### config.mk
export PLATFORM = sky130hd
export DESIGN_NAME = grid_line_point_generator_top_flat
export DESIGN_NICKNAME = d
export VERILOG_FILES = /design/src/hdl/glpg_pkg.sv /design/src/hdl/glpg_in_if.sv /design/src/hdl/glpg_out_if.sv /design/src/hdl/grid_line_point_generator_top.sv /design/src/hdl/glpg_ctrl.sv /design/src/hdl/glpg_dp.sv /design/src/flat_wrapper.sv
export SDC_FILE = /design/constraint.sdc
export NUM_CORES = 1
export LEC_CHECK = 0
export CAP_MARGIN = 20
export CORE_UTILIZATION = 41
export CTS_BUF_LIST = sky130_fd_sc_hd__clkbuf_16
export DETAILED_ROUTE_END_ITERATION = 16
export DONT_BUFFER_PORTS = 1
export GPL_ROUTABILITY_DRIVEN = 0
export GPL_TIMING_DRIVEN = 0
export PLACE_DENSITY = 0.63
export SLEW_MARGIN = 10
export SYNTH_ARGS = -nofsm -noshare
export SYNTH_HDL_FRONTEND = slang
export SYNTH_HIERARCHICAL = 1
export SYNTH_SLANG_ARGS = --single-unit
### constraint.sdc
create_clock -name clk -period 5.8 [get_ports clk]
set_input_delay 0.58 -clock clk [delete_from_list [all_inputs] [get_ports clk]]
set_output_delay 0.58 -clock clk [all_outputs]
set_load 0.03 [all_outputs]
### src/hdl/glpg_pkg.sv
// Shared types and constants for the grid line point generator.
package glpg_pkg;

    localparam int COORD_W = 6;
    localparam int ERR_W   = 8;

    typedef logic [COORD_W-1:0] coord_t;
    typedef logic signed [ERR_W-1:0] err_t;

    typedef struct packed {
        logic load;
        logic step;
    } dp_cmd_t;

    typedef struct packed {
        logic at_end;
    } dp_stat_t;

endpackage

### src/hdl/glpg_in_if.sv
// Request channel: start cell, end cell and level of one line.
interface glpg_in_if;
    logic              valid;
    logic              ready;
    glpg_pkg::coord_t  start_x;
    glpg_pkg::coord_t  start_z;
    glpg_pkg::coord_t  end_x;
    glpg_pkg::coord_t  end_z;
    glpg_pkg::coord_t  level_y;

    modport source (output valid, output start_x, output start_z, output end_x,
                    output end_z, output level_y, input ready);
    modport sink   (input valid, input start_x, input start_z, input end_x,
                    input end_z, input level_y, output ready);
endinterface

### src/hdl/glpg_out_if.sv
// Point channel: one line cell per word, last marks the end cell.
interface glpg_out_if;
    logic              valid;
    logic              ready;
    glpg_pkg::coord_t  point_x;
    glpg_pkg::coord_t  point_y;
    glpg_pkg::coord_t  point_z;
    logic              last;

    modport source (output valid, output point_x, output point_y, output point_z,
                    output last, input ready);
    modport sink   (input valid, input point_x, input point_y, input point_z,
                    input last, output ready);
endinterface

### src/hdl/grid_line_point_generator_top.sv
// Top level of the grid line point generator.
// Each request word names a start cell, an end cell and a level; the block
// answers with every cell of the Bresenham line from start to end, one point
// word per cycle while the sink is ready, start first, with last set on the
// end cell. A line has at most 64 points, or GRID_SIZE if smaller, paced by
// the single step unit that walks the error term. The next request is taken
// in the cycle the last point of the current line is taken, so lines run back
// to back. Coordinates at or above GRID_SIZE are clamped to GRID_SIZE - 1.
module grid_line_point_generator_top #(
    parameter int GRID_SIZE = 64
) (
    input  logic        clk,
    input  logic        rst_n,
    glpg_in_if.sink     line_in,
    glpg_out_if.source  point_out
);
    import glpg_pkg::*;

    dp_cmd_t  cmd;
    dp_stat_t stat;

    glpg_ctrl u_ctrl (
        .clk       (clk),
        .rst_n     (rst_n),
        .in_valid  (line_in.valid),
        .in_ready  (line_in.ready),
        .out_valid (point_out.valid),
        .out_ready (point_out.ready),
        .stat      (stat),
        .cmd       (cmd)
    );

    glpg_dp #(
        .GRID_SIZE (GRID_SIZE)
    ) u_dp (
        .clk     (clk),
        .cmd     (cmd),
        .stat    (stat),
        .start_x (line_in.start_x),
        .start_z (line_in.start_z),
        .end_x   (line_in.end_x),
        .end_z   (line_in.end_z),
        .level_y (line_in.level_y),
        .point_x (point_out.point_x),
        .point_y (point_out.point_y),
        .point_z (point_out.point_z)
    );

    assign point_out.last = stat.at_end;

endmodule

### src/hdl/glpg_ctrl.sv
// Controller: sequences load and walk of one line at a time.
module glpg_ctrl (
    input  logic                clk,
    input  logic                rst_n,
    input  logic                in_valid,
    output logic                in_ready,
    output logic                out_valid,
    input  logic                out_ready,
    input  glpg_pkg::dp_stat_t  stat,
    output glpg_pkg::dp_cmd_t   cmd
);
    import glpg_pkg::*;

    localparam logic ST_IDLE = 1'b0;
    localparam logic ST_WALK = 1'b1;

    logic state_reg;
    logic state_next;
    logic fin;

    assign out_valid = (state_reg == ST_WALK);
    assign fin       = out_valid && out_ready && stat.at_end;
    assign in_ready  = (state_reg == ST_IDLE) || fin;
    assign cmd.load  = in_valid && in_ready;
    assign cmd.step  = out_valid && out_ready && !stat.at_end;

    always_comb
    begin
        state_next = state_reg;
        unique case (state_reg)
            ST_IDLE:
            begin
                if (cmd.load)
                    state_next = ST_WALK;
            end
            ST_WALK:
            begin
                if (cmd.load)
                    state_next = ST_WALK;
                else if (fin)
                    state_next = ST_IDLE;
            end
            default: state_next = ST_IDLE;
        endcase
    end

    always_ff @(posedge clk or negedge rst_n)
    begin
        if (!rst_n)
            state_reg <= ST_IDLE;
        else
            state_reg <= state_next;
    end

endmodule

### src/hdl/glpg_dp.sv
// Datapath: clamps the request, holds the walk position and error term.
module glpg_dp #(
    parameter int GRID_SIZE = 64
) (
    input  logic                clk,
    input  glpg_pkg::dp_cmd_t   cmd,
    output glpg_pkg::dp_stat_t  stat,
    input  glpg_pkg::coord_t    start_x,
    input  glpg_pkg::coord_t    start_z,
    input  glpg_pkg::coord_t    end_x,
    input  glpg_pkg::coord_t    end_z,
    input  glpg_pkg::coord_t    level_y,
    output glpg_pkg::coord_t    point_x,
    output glpg_pkg::coord_t    point_y,
    output glpg_pkg::coord_t    point_z
);
    import glpg_pkg::*;

    localparam coord_t COORD_MAX = (GRID_SIZE >= (1 << COORD_W)) ?
                                   {COORD_W{1'b1}} : COORD_W'(GRID_SIZE - 1);

    coord_t cur_x_reg, cur_z_reg, end_x_reg, end_z_reg, level_reg;
    coord_t span_x_reg, span_z_reg;
    logic   down_x_reg, down_z_reg;
    err_t   err_reg;

    coord_t sx0, sz0, ex0, ez0;
    coord_t span_x_ld, span_z_ld;
    logic signed [ERR_W:0] e2, neg_sz, pos_sx, err_sum;
    logic   x_go, z_go;

    assign sx0 = (start_x > COORD_MAX) ? COORD_MAX : start_x;
    assign sz0 = (start_z > COORD_MAX) ? COORD_MAX : start_z;
    assign ex0 = (end_x > COORD_MAX) ? COORD_MAX : end_x;
    assign ez0 = (end_z > COORD_MAX) ? COORD_MAX : end_z;

    assign span_x_ld = (ex0 > sx0) ? (ex0 - sx0) : (sx0 - ex0);
    assign span_z_ld = (ez0 > sz0) ? (ez0 - sz0) : (sz0 - ez0);

    // e2 = 2 * error, compared against -span_z and span_x
    assign e2     = {err_reg, 1'b0};
    assign pos_sx = $signed({{(ERR_W+1-COORD_W){1'b0}}, span_x_reg});
    assign neg_sz = -$signed({{(ERR_W+1-COORD_W){1'b0}}, span_z_reg});
    assign x_go   = (e2 > neg_sz);
    assign z_go   = (e2 < pos_sx);

    always_comb
    begin
        err_sum = {err_reg[ERR_W-1], err_reg};
        if (x_go)
            err_sum = err_sum + neg_sz;
        if (z_go)
            err_sum = err_sum + pos_sx;
    end

    always_ff @(posedge clk)
    begin
        if (cmd.load)
        begin
            cur_x_reg  <= sx0;
            cur_z_reg  <= sz0;
            end_x_reg  <= ex0;
            end_z_reg  <= ez0;
            level_reg  <= level_y;
            span_x_reg <= span_x_ld;
            span_z_reg <= span_z_ld;
            down_x_reg <= !(sx0 < ex0);
            down_z_reg <= !(sz0 < ez0);
            err_reg    <= $signed({{(ERR_W-COORD_W){1'b0}}, span_x_ld})
                        - $signed({{(ERR_W-COORD_W){1'b0}}, span_z_ld});
        end
        else if (cmd.step)
        begin
            err_reg <= err_sum[ERR_W-1:0];
            if (x_go)
                cur_x_reg <= down_x_reg ? (cur_x_reg - 1'b1) : (cur_x_reg + 1'b1);
            if (z_go)
                cur_z_reg <= down_z_reg ? (cur_z_reg - 1'b1) : (cur_z_reg + 1'b1);
        end
    end

    assign stat.at_end = (cur_x_reg == end_x_reg) && (cur_z_reg == end_z_reg);
    assign point_x     = cur_x_reg;
    assign point_y     = level_reg;
    assign point_z     = cur_z_reg;

endmodule
### src/flat_wrapper.sv
// flat-port wrapper written by rule: the top's interface ports become plain ports
module grid_line_point_generator_top_flat import glpg_pkg::*;
#(
    parameter int GRID_SIZE = 64
)
  (clk, rst_n, line_in_valid, line_in_start_x, line_in_start_z, line_in_end_x, line_in_end_z, line_in_level_y, line_in_ready, point_out_valid, point_out_point_x, point_out_point_y, point_out_point_z, point_out_last, point_out_ready);
  glpg_in_if line_in_i ();
  glpg_out_if point_out_i ();
  input  logic clk;
  input  logic rst_n;
  input wire logic [$bits(line_in_i.valid)-1:0] line_in_valid;
  input wire logic [$bits(line_in_i.start_x)-1:0] line_in_start_x;
  input wire logic [$bits(line_in_i.start_z)-1:0] line_in_start_z;
  input wire logic [$bits(line_in_i.end_x)-1:0] line_in_end_x;
  input wire logic [$bits(line_in_i.end_z)-1:0] line_in_end_z;
  input wire logic [$bits(line_in_i.level_y)-1:0] line_in_level_y;
  output wire logic [$bits(line_in_i.ready)-1:0] line_in_ready;
  output wire logic [$bits(point_out_i.valid)-1:0] point_out_valid;
  output wire logic [$bits(point_out_i.point_x)-1:0] point_out_point_x;
  output wire logic [$bits(point_out_i.point_y)-1:0] point_out_point_y;
  output wire logic [$bits(point_out_i.point_z)-1:0] point_out_point_z;
  output wire logic [$bits(point_out_i.last)-1:0] point_out_last;
  input wire logic [$bits(point_out_i.ready)-1:0] point_out_ready;
  assign line_in_i.valid = line_in_valid;
  assign line_in_i.start_x = line_in_start_x;
  assign line_in_i.start_z = line_in_start_z;
  assign line_in_i.end_x = line_in_end_x;
  assign line_in_i.end_z = line_in_end_z;
  assign line_in_i.level_y = line_in_level_y;
  assign line_in_ready = line_in_i.ready;
  assign point_out_valid = point_out_i.valid;
  assign point_out_point_x = point_out_i.point_x;
  assign point_out_point_y = point_out_i.point_y;
  assign point_out_point_z = point_out_i.point_z;
  assign point_out_last = point_out_i.last;
  assign point_out_i.ready = point_out_ready;
  grid_line_point_generator_top #(.GRID_SIZE(GRID_SIZE)) u_core (.clk(clk), .rst_n(rst_n), .line_in(line_in_i), .point_out(point_out_i));
endmodule
# Word-level counts from Yosys, hierarchy flattened
# Cells that the tools add are included.
op_classes:
  n_addsub: 12
  n_lt_le_gt_ge: 10
  n_eq_ne: 2
  mux: 22
  bitwise_logic: 1
  reduce_logical: 14
op_table:
  columns: ["operator", "n"]
  rows:
  - ["2-to-1 mux 6 bit", 14]
  - ["2-to-1 mux 8 bit", 4]
  - ["> comparator 6 bit (second input constant)", 4]
  - ["subtractor 6 bit", 4]
  - ["adder 6 x 1 -> 6 bit (second input constant)", 2]
  - ["== test 6 bit", 2]
  - ["> comparator 6 bit", 2]
  - ["less-than comparator 6 bit", 2]
  - ["subtractor 6 x 1 -> 6 bit (second input constant)", 2]
  - ["> comparator 9 bit", 1]
  - ["less-than comparator 9 x 7 -> 1 bit", 1]
  - ["negation 6 -> 9 bit", 1]
  - ["adder 8 x 7 -> 8 bit", 1]
  - ["adder 8 bit", 1]
  - ["subtractor 6 x 6 -> 7 bit", 1]
  - ["nonzero test 2 bit", 3]
  - ["logical AND 1 bit", 5]
  - ["AND reduction 2 bit", 2]
  - ["zero test 1 bit", 3]
  - ["2-to-1 mux 1 bit", 3]
  - ["one-hot mux 1 bit (2 select lines)", 1]
  - ["logical OR 1 bit", 1]
  - ["NOT 1 bit", 1]
word_totals:
  reg_bits: 53
  output_inout_bits: 21
  elab_cells: 72

# Logic depth before layout (Yosys ltp)
depth:
  word_depth: 7
  ltp_mapped: 20

# Modules after synthesis
# Netlist, hierarchy kept.
modules_own_cells:
  columns: ["mod", "n_inst", "cells_each", "area_each_um2"]
  rows:
  - ["glpg_dp", 1, 495, 4870.9]
  - ["glpg_ctrl", 1, 7, 60.1]

# Worst setup path before layout
# No wires, ideal clock.
synth_timing:
  path_type: "flip-flop to flip-flop"
  start: "register u_core.u_dp.cur_x_reg[1], in the netlist u_core/u_dp/point_x[1]"
  end: "register u_core.u_dp.cur_z_reg[0], in the netlist u_core/u_dp/point_z[0] (enable)"
  setup_time_ns: 0.316
  arrival_ns: 4.244
  required_ns: 5.484
  setup_slack_ns: 1.240
  stages_incl_launch_ff: 9
  path_cell_list: "edfxtp_1 > xnor2_1 > nand4_1 > nor3_1 > a21boi_2 > nor2b_1 > clkbuf_1 > clkbuf_1 > a21o_1"
synth_rtl:
  columns: ["item", "line", "text"]
  rows:
  - ["from (decl)", "glpg_dp.sv:22", "coord_t cur_x_reg, cur_z_reg, end_x_reg, end_z_reg, level_reg;"]
  - ["from (signal assigned)", "glpg_dp.sv:76", "cur_x_reg <= down_x_reg ? (cur_x_reg - 1'b1) : (cur_x_reg + 1'b1);"]
  - ["to (signal assigned)", "glpg_dp.sv:61", "cur_z_reg <= sz0;"]
  - ["to (signal assigned)", "glpg_dp.sv:78", "cur_z_reg <= down_z_reg ? (cur_z_reg - 1'b1) : (cur_z_reg + 1'b1);"]
  - ["to (decl)", "glpg_dp.sv:22", null]

# Final worst setup path
layout_timing:
  start: "register u_core.u_dp.span_z_reg[2]"
  end: "register u_core.u_dp.err_reg[6] (data pin)"
layout_between:
  elab_chain_len: 7
layout_lines:
  columns: ["item", "line", "text"]
  rows:
  - ["from (decl)", "glpg_dp.sv:23", "coord_t span_x_reg, span_z_reg;"]
  - ["from (signal assigned)", "glpg_dp.sv:66", "span_z_reg <= span_z_ld;"]
  - ["negation 6 -> 9 bit (*)", "glpg_dp.sv:43", "assign neg_sz = -$signed({{(ERR_W+1-COORD_W){1'b0}}, span_z_reg});"]
  - ["adder 8 bit / > comparator 9 bit (equally long branches)", "glpg_dp.sv:51, glpg_dp.sv:44", null]
  - ["2-to-1 mux 8 bit (*)", "glpg_dp.sv:50", "if (x_go)"]
  - ["adder 8 x 7 -> 8 bit", "glpg_dp.sv:53", "err_sum = err_sum + pos_sx;"]
  - ["2-to-1 mux 8 bit (*)", "glpg_dp.sv:52", "if (z_go)"]
  - ["2-to-1 mux 8 bit (*)", "glpg_dp.sv:72", "else if (cmd.step)"]
  - ["2-to-1 mux 8 bit (*)", "glpg_dp.sv:58", "if (cmd.load)"]
  - ["to (signal assigned)", "glpg_dp.sv:69", "err_reg <= $signed({{(ERR_W-COORD_W){1'b0}}, span_x_ld})"]
  - ["to (signal assigned)", "glpg_dp.sv:74", "err_reg <= err_sum[ERR_W-1:0];"]
  - ["to (decl)", "glpg_dp.sv:25", "err_t err_reg;"]
# Mark *: on every way between the ends. The rest lies on a longest branch, timed or not. The select of a mux whose other input is x is not followed.
# A chain may end at the register's enable or synchronous reset.

==> impl_metrics.json <==
{
  "met1_length_mm": 4.49,
  "wl_met3_um": 572,
  "cp-end-kind": "register",
  "ys_seq_area_share_pct": 32.2,
  "hold_depth": 0,
  "grt_pass1_vias": 3804,
  "combinationalPowerShare_pct": 53.1,
  "first_pass_iters": 5,
  "postCtsResizedCells": 0,
  "routed_wl_mm": 10.6,
  "vdd_ir_drop_max_v": 0.000194,
  "finalPower_mw": 2.16,
  "antenna_found_initial": 0,
  "place.port_buffers": 0,
  "grt_max_degree": 28,
  "clk_latency_ps": 300,
  "hold_slack_ps": 373,
  "wl_per_cell_um": 16.2,
  "route.met2.wl_mm": 5.19,
  "hp-class": "primary input to register",
  "die_x_um": 112,
  "start_util_pct": 42.6,
  "p_clk_share_pct": 14.3,
  "cts_setup_buffers": 0,
  "reg2regPathDepth": 19,
  "start_kind": "register",
  "period_share_pct": 85.4,
  "synth_warnings": 6,
  "maxCapViolations": 0,
  "io_pins": 55,
  "rsz0062_at_grt": "false",
  "synth_fa_ha_area_share_pct": 20.4,
  "path_clk_slew_ps": 80,
  "hpwl_mm": 8.57,
  "place_inst": 646,
  "nFillCells": 1113,
  "syn_to_final_growth_pct": 7.54,
  "synth_xor_xnor_area_share_pct": 8.45,
  "arrival_ps": 4970,
  "cts-root-buf": "clkbuf_16",
  "rows": 39,
  "r2r_end": "u_core/u_dp/err_reg[6]",
  "synth.mux.area_fraction_pct": 5.10,
  "die_y_um": 112,
  "setup_violations": 0,
  "whs_endpoint": "u_core/u_dp/point_y[4]",
  "tritoncts": "built",
  "track_usage_pct": 17.9,
  "multi_input_area_um2": 2950,
  "antenna_cells": 0,
  "synth-seq-cells": 53,
  "avgViaCountPerCell": 5.41,
  "ant_nets": 0,
  "status": "finished, final reports clean",
  "area.sequential_um2": 1590,
  "highest_layer": "met4",
  "critPathMaxFanout": 8,
  "crit_required_ps": 5810,
  "fin_skew_ps": 11.6,
  "ys.flop_type": "edfxtp_1",
  "synth_top_family_by_area": "adder cells",
  "r2r-start": "u_core/u_dp/span_z_reg[2]",
  "synth_edf_count": 52,
  "slew-limit-headroom_pct": 47.8,
  "final_nets": 620,
  "p_seq_share_pct": 32.6,
  "syn_avg_cell_area_um2": 9.82,
  "r2r_slack_ps": 850,
  "cts_sinks": 53,
  "postSynthCellCount": 502,
  "min_period_ps": 4950,
  "final_util_pct": 45.9,
  "async_reset_ff_share_pct": 1.89,
  "largest_register_ffs": 8,
  "synth_area_leaders": "edfxtp_1 32%, ha_1 17%, xnor2_1 6.0%",
  "clock.fmax_mhz": 202,
  "drc_errors": 0,
  "synth_compound_area_share_pct": 16.5,
  "synth-simple-area-share_pct": 9.03,
  "synth_top_cell_area_share_pct": 31.7,
  "holdBufCountCts": 1,
  "hold_viol_final": 0,
  "stdcell_count": 655,
  "syn-num-nets": 611,
  "internal_power_mw": 1.27,
  "drtIter0Drc": 160,
  "synth_top_cell_by_area": "edfxtp_1",
  "num_vias": 3543,
  "grt_pass1_wl_mm": 17.9,
  "p_sw_share_pct": 41.0,
  "final_layout_size_suffix_gt1_share_pct": 7.03,
  "tightest_slew_ps": 778,
  "power.static_leakage_nw": 2.34,
  "power.density_nw_per_um2": 407,
  "mostFrequentLayoutCell": "inv_1",
  "synthDistinctLibCells": 61,
  "syn_area_um2": 4930,
  "grt-ovfl-total": 0,
  "cts_buffer_depth": 2,
  "die-area_um2": 12500,
  "numCtsBuffers": 5,
  "netSwitchingPower_mw": 0.885,
  "final_cell_mix": "68 x inv_1, 66 x ha_1, 52 x edfxtp_1, 34 x xnor2_1, 30 x clkbuf_1",
  "cts.htree.levels": 2,
  "crit_type": "register to register",
  "min_from": "line_in_level_y[4]",
  "core_area_um2": 11600,
  "report.final.slew_viol_count": 0
}
[power by group through the flow]
| stage | Combinational, mW | Sequential, mW | Clock (mW) |
|---|---|---|---|
| after floorplan | 0.936 | 0.682 | 0 |
| after global placement | 1.09 | 0.712 | 0 |
| after detailed placement | 1.14 | 0.714 | 0 |
| after CTS | 1.15 | 0.705 | 0.315 |
| after global routing | 1.32 | 0.716 | 0.327 |
| final | 1.14 | 0.703 | 0.308 |
[cell usage after synthesis, types with 5 or more instances]
| library cell | n |
|---|---|
| clkbuf_1 | 30 |
| ha_1 | 66 |
| o21bai_1 | 8 |
| edfxtp_1 | 52 |
| inv_1 | 68 |
| xor2_1 | 11 |
| and3_1 | 5 |
| nor2b_1 | 6 |
| a21o_1 | 19 |
| o21a_1 | 7 |
| a21oi_1 | 24 |
| xnor2_1 | 34 |
| nand4_1 | 5 |
| mux2i_1 | 15 |
| nand3_1 | 8 |
| nor2_1 | 13 |
| fa_1 | 9 |
| nand2_1 | 24 |
| o21ai_0 | 26 |
| mux2_2 | 9 |
[per-layer routing]
metal,global-route usage (%),vias up
li1,-,1769
met1,21.8,1657
met2,30.9,95
met3,3.32,22
met4,7.84,0
met5,0,-
[logic make-up after synthesis]
group,after synthesis
compound gates,117
xor+xnor,46
fa+ha+maj,75
buf+inv,102
flops,53
mux,24
simple gates,85
[worst max path at each step]
| stage | startpoint | to | slack [ps] | depth (start not counted) |
|---|---|---|---|---|
| 2_1_floorplan | u_core/u_dp/point_x[1] | u_core/u_dp/point_z[0] | 1240 | 8 |
| 3_3_place_gp | u_core/u_dp/point_x[0] | u_core/u_dp/point_z[4] | -560 | 8 |
| 3_5_place_dp | u_core/u_dp/span_z_reg[2] | u_core/u_dp/err_reg[6] | 860 | 19 |
| 4_1_cts | u_core/u_dp/span_z_reg[2] | u_core/u_dp/err_reg[6] | 820 | 19 |
| 5_1_grt | u_core/u_dp/span_z_reg[2] | u_core/u_dp/err_reg[6] | 480 | 18 |
| 6_report | u_core/u_dp/span_z_reg[2] | u_core/u_dp/err_reg[6] | 850 | 19 |
[critical path, stage by stage (launching register included)]
cell and delay, ps:
edfxtp_1 440, or3_1 380, or3_1 360, xor2_1 240, inv_1 80, ha_1 310
nand4_1 110, a21oi_1 170, o21ai_0 180, nand2_1 330, mux2_2 400, ha_1 210
fa_1 420, a21o_1 180, a21oi_1 170, nor2b_1 80, o21a_1 170, o21ai_0 210
xnor2_1 140, o21ai_0 90
[metrics by stage]
stage | setup slack [ps] | area (um2) | TNS [ps]
floorplan | 1240 | 4930 | 0
global route | 477 | 5300 | 0
CTS | 819 | 5300 | 0
global placement | -561 | 5110 | -11760
detailed placement | 856 | 5140 | 0
finish | 848 | 5300 | 0
[final cells by class]
| class | count | share of cell area [%] |
|---|---|---|
| plain buffers | 34 | 2.90 |
| clock buffers | 5 | 2.36 |
| clock inverters | 3 | 0.472 |
| inverters | 68 | 4.81 |
| multi-input cells | 347 | 55.6 |
| flip-flops and latches | 53 | 29.9 |
| well taps | 143 | 3.37 |
| repair buffers | 2 | 0.566 |
Note: power is estimated with default switching activity, not from simulation.
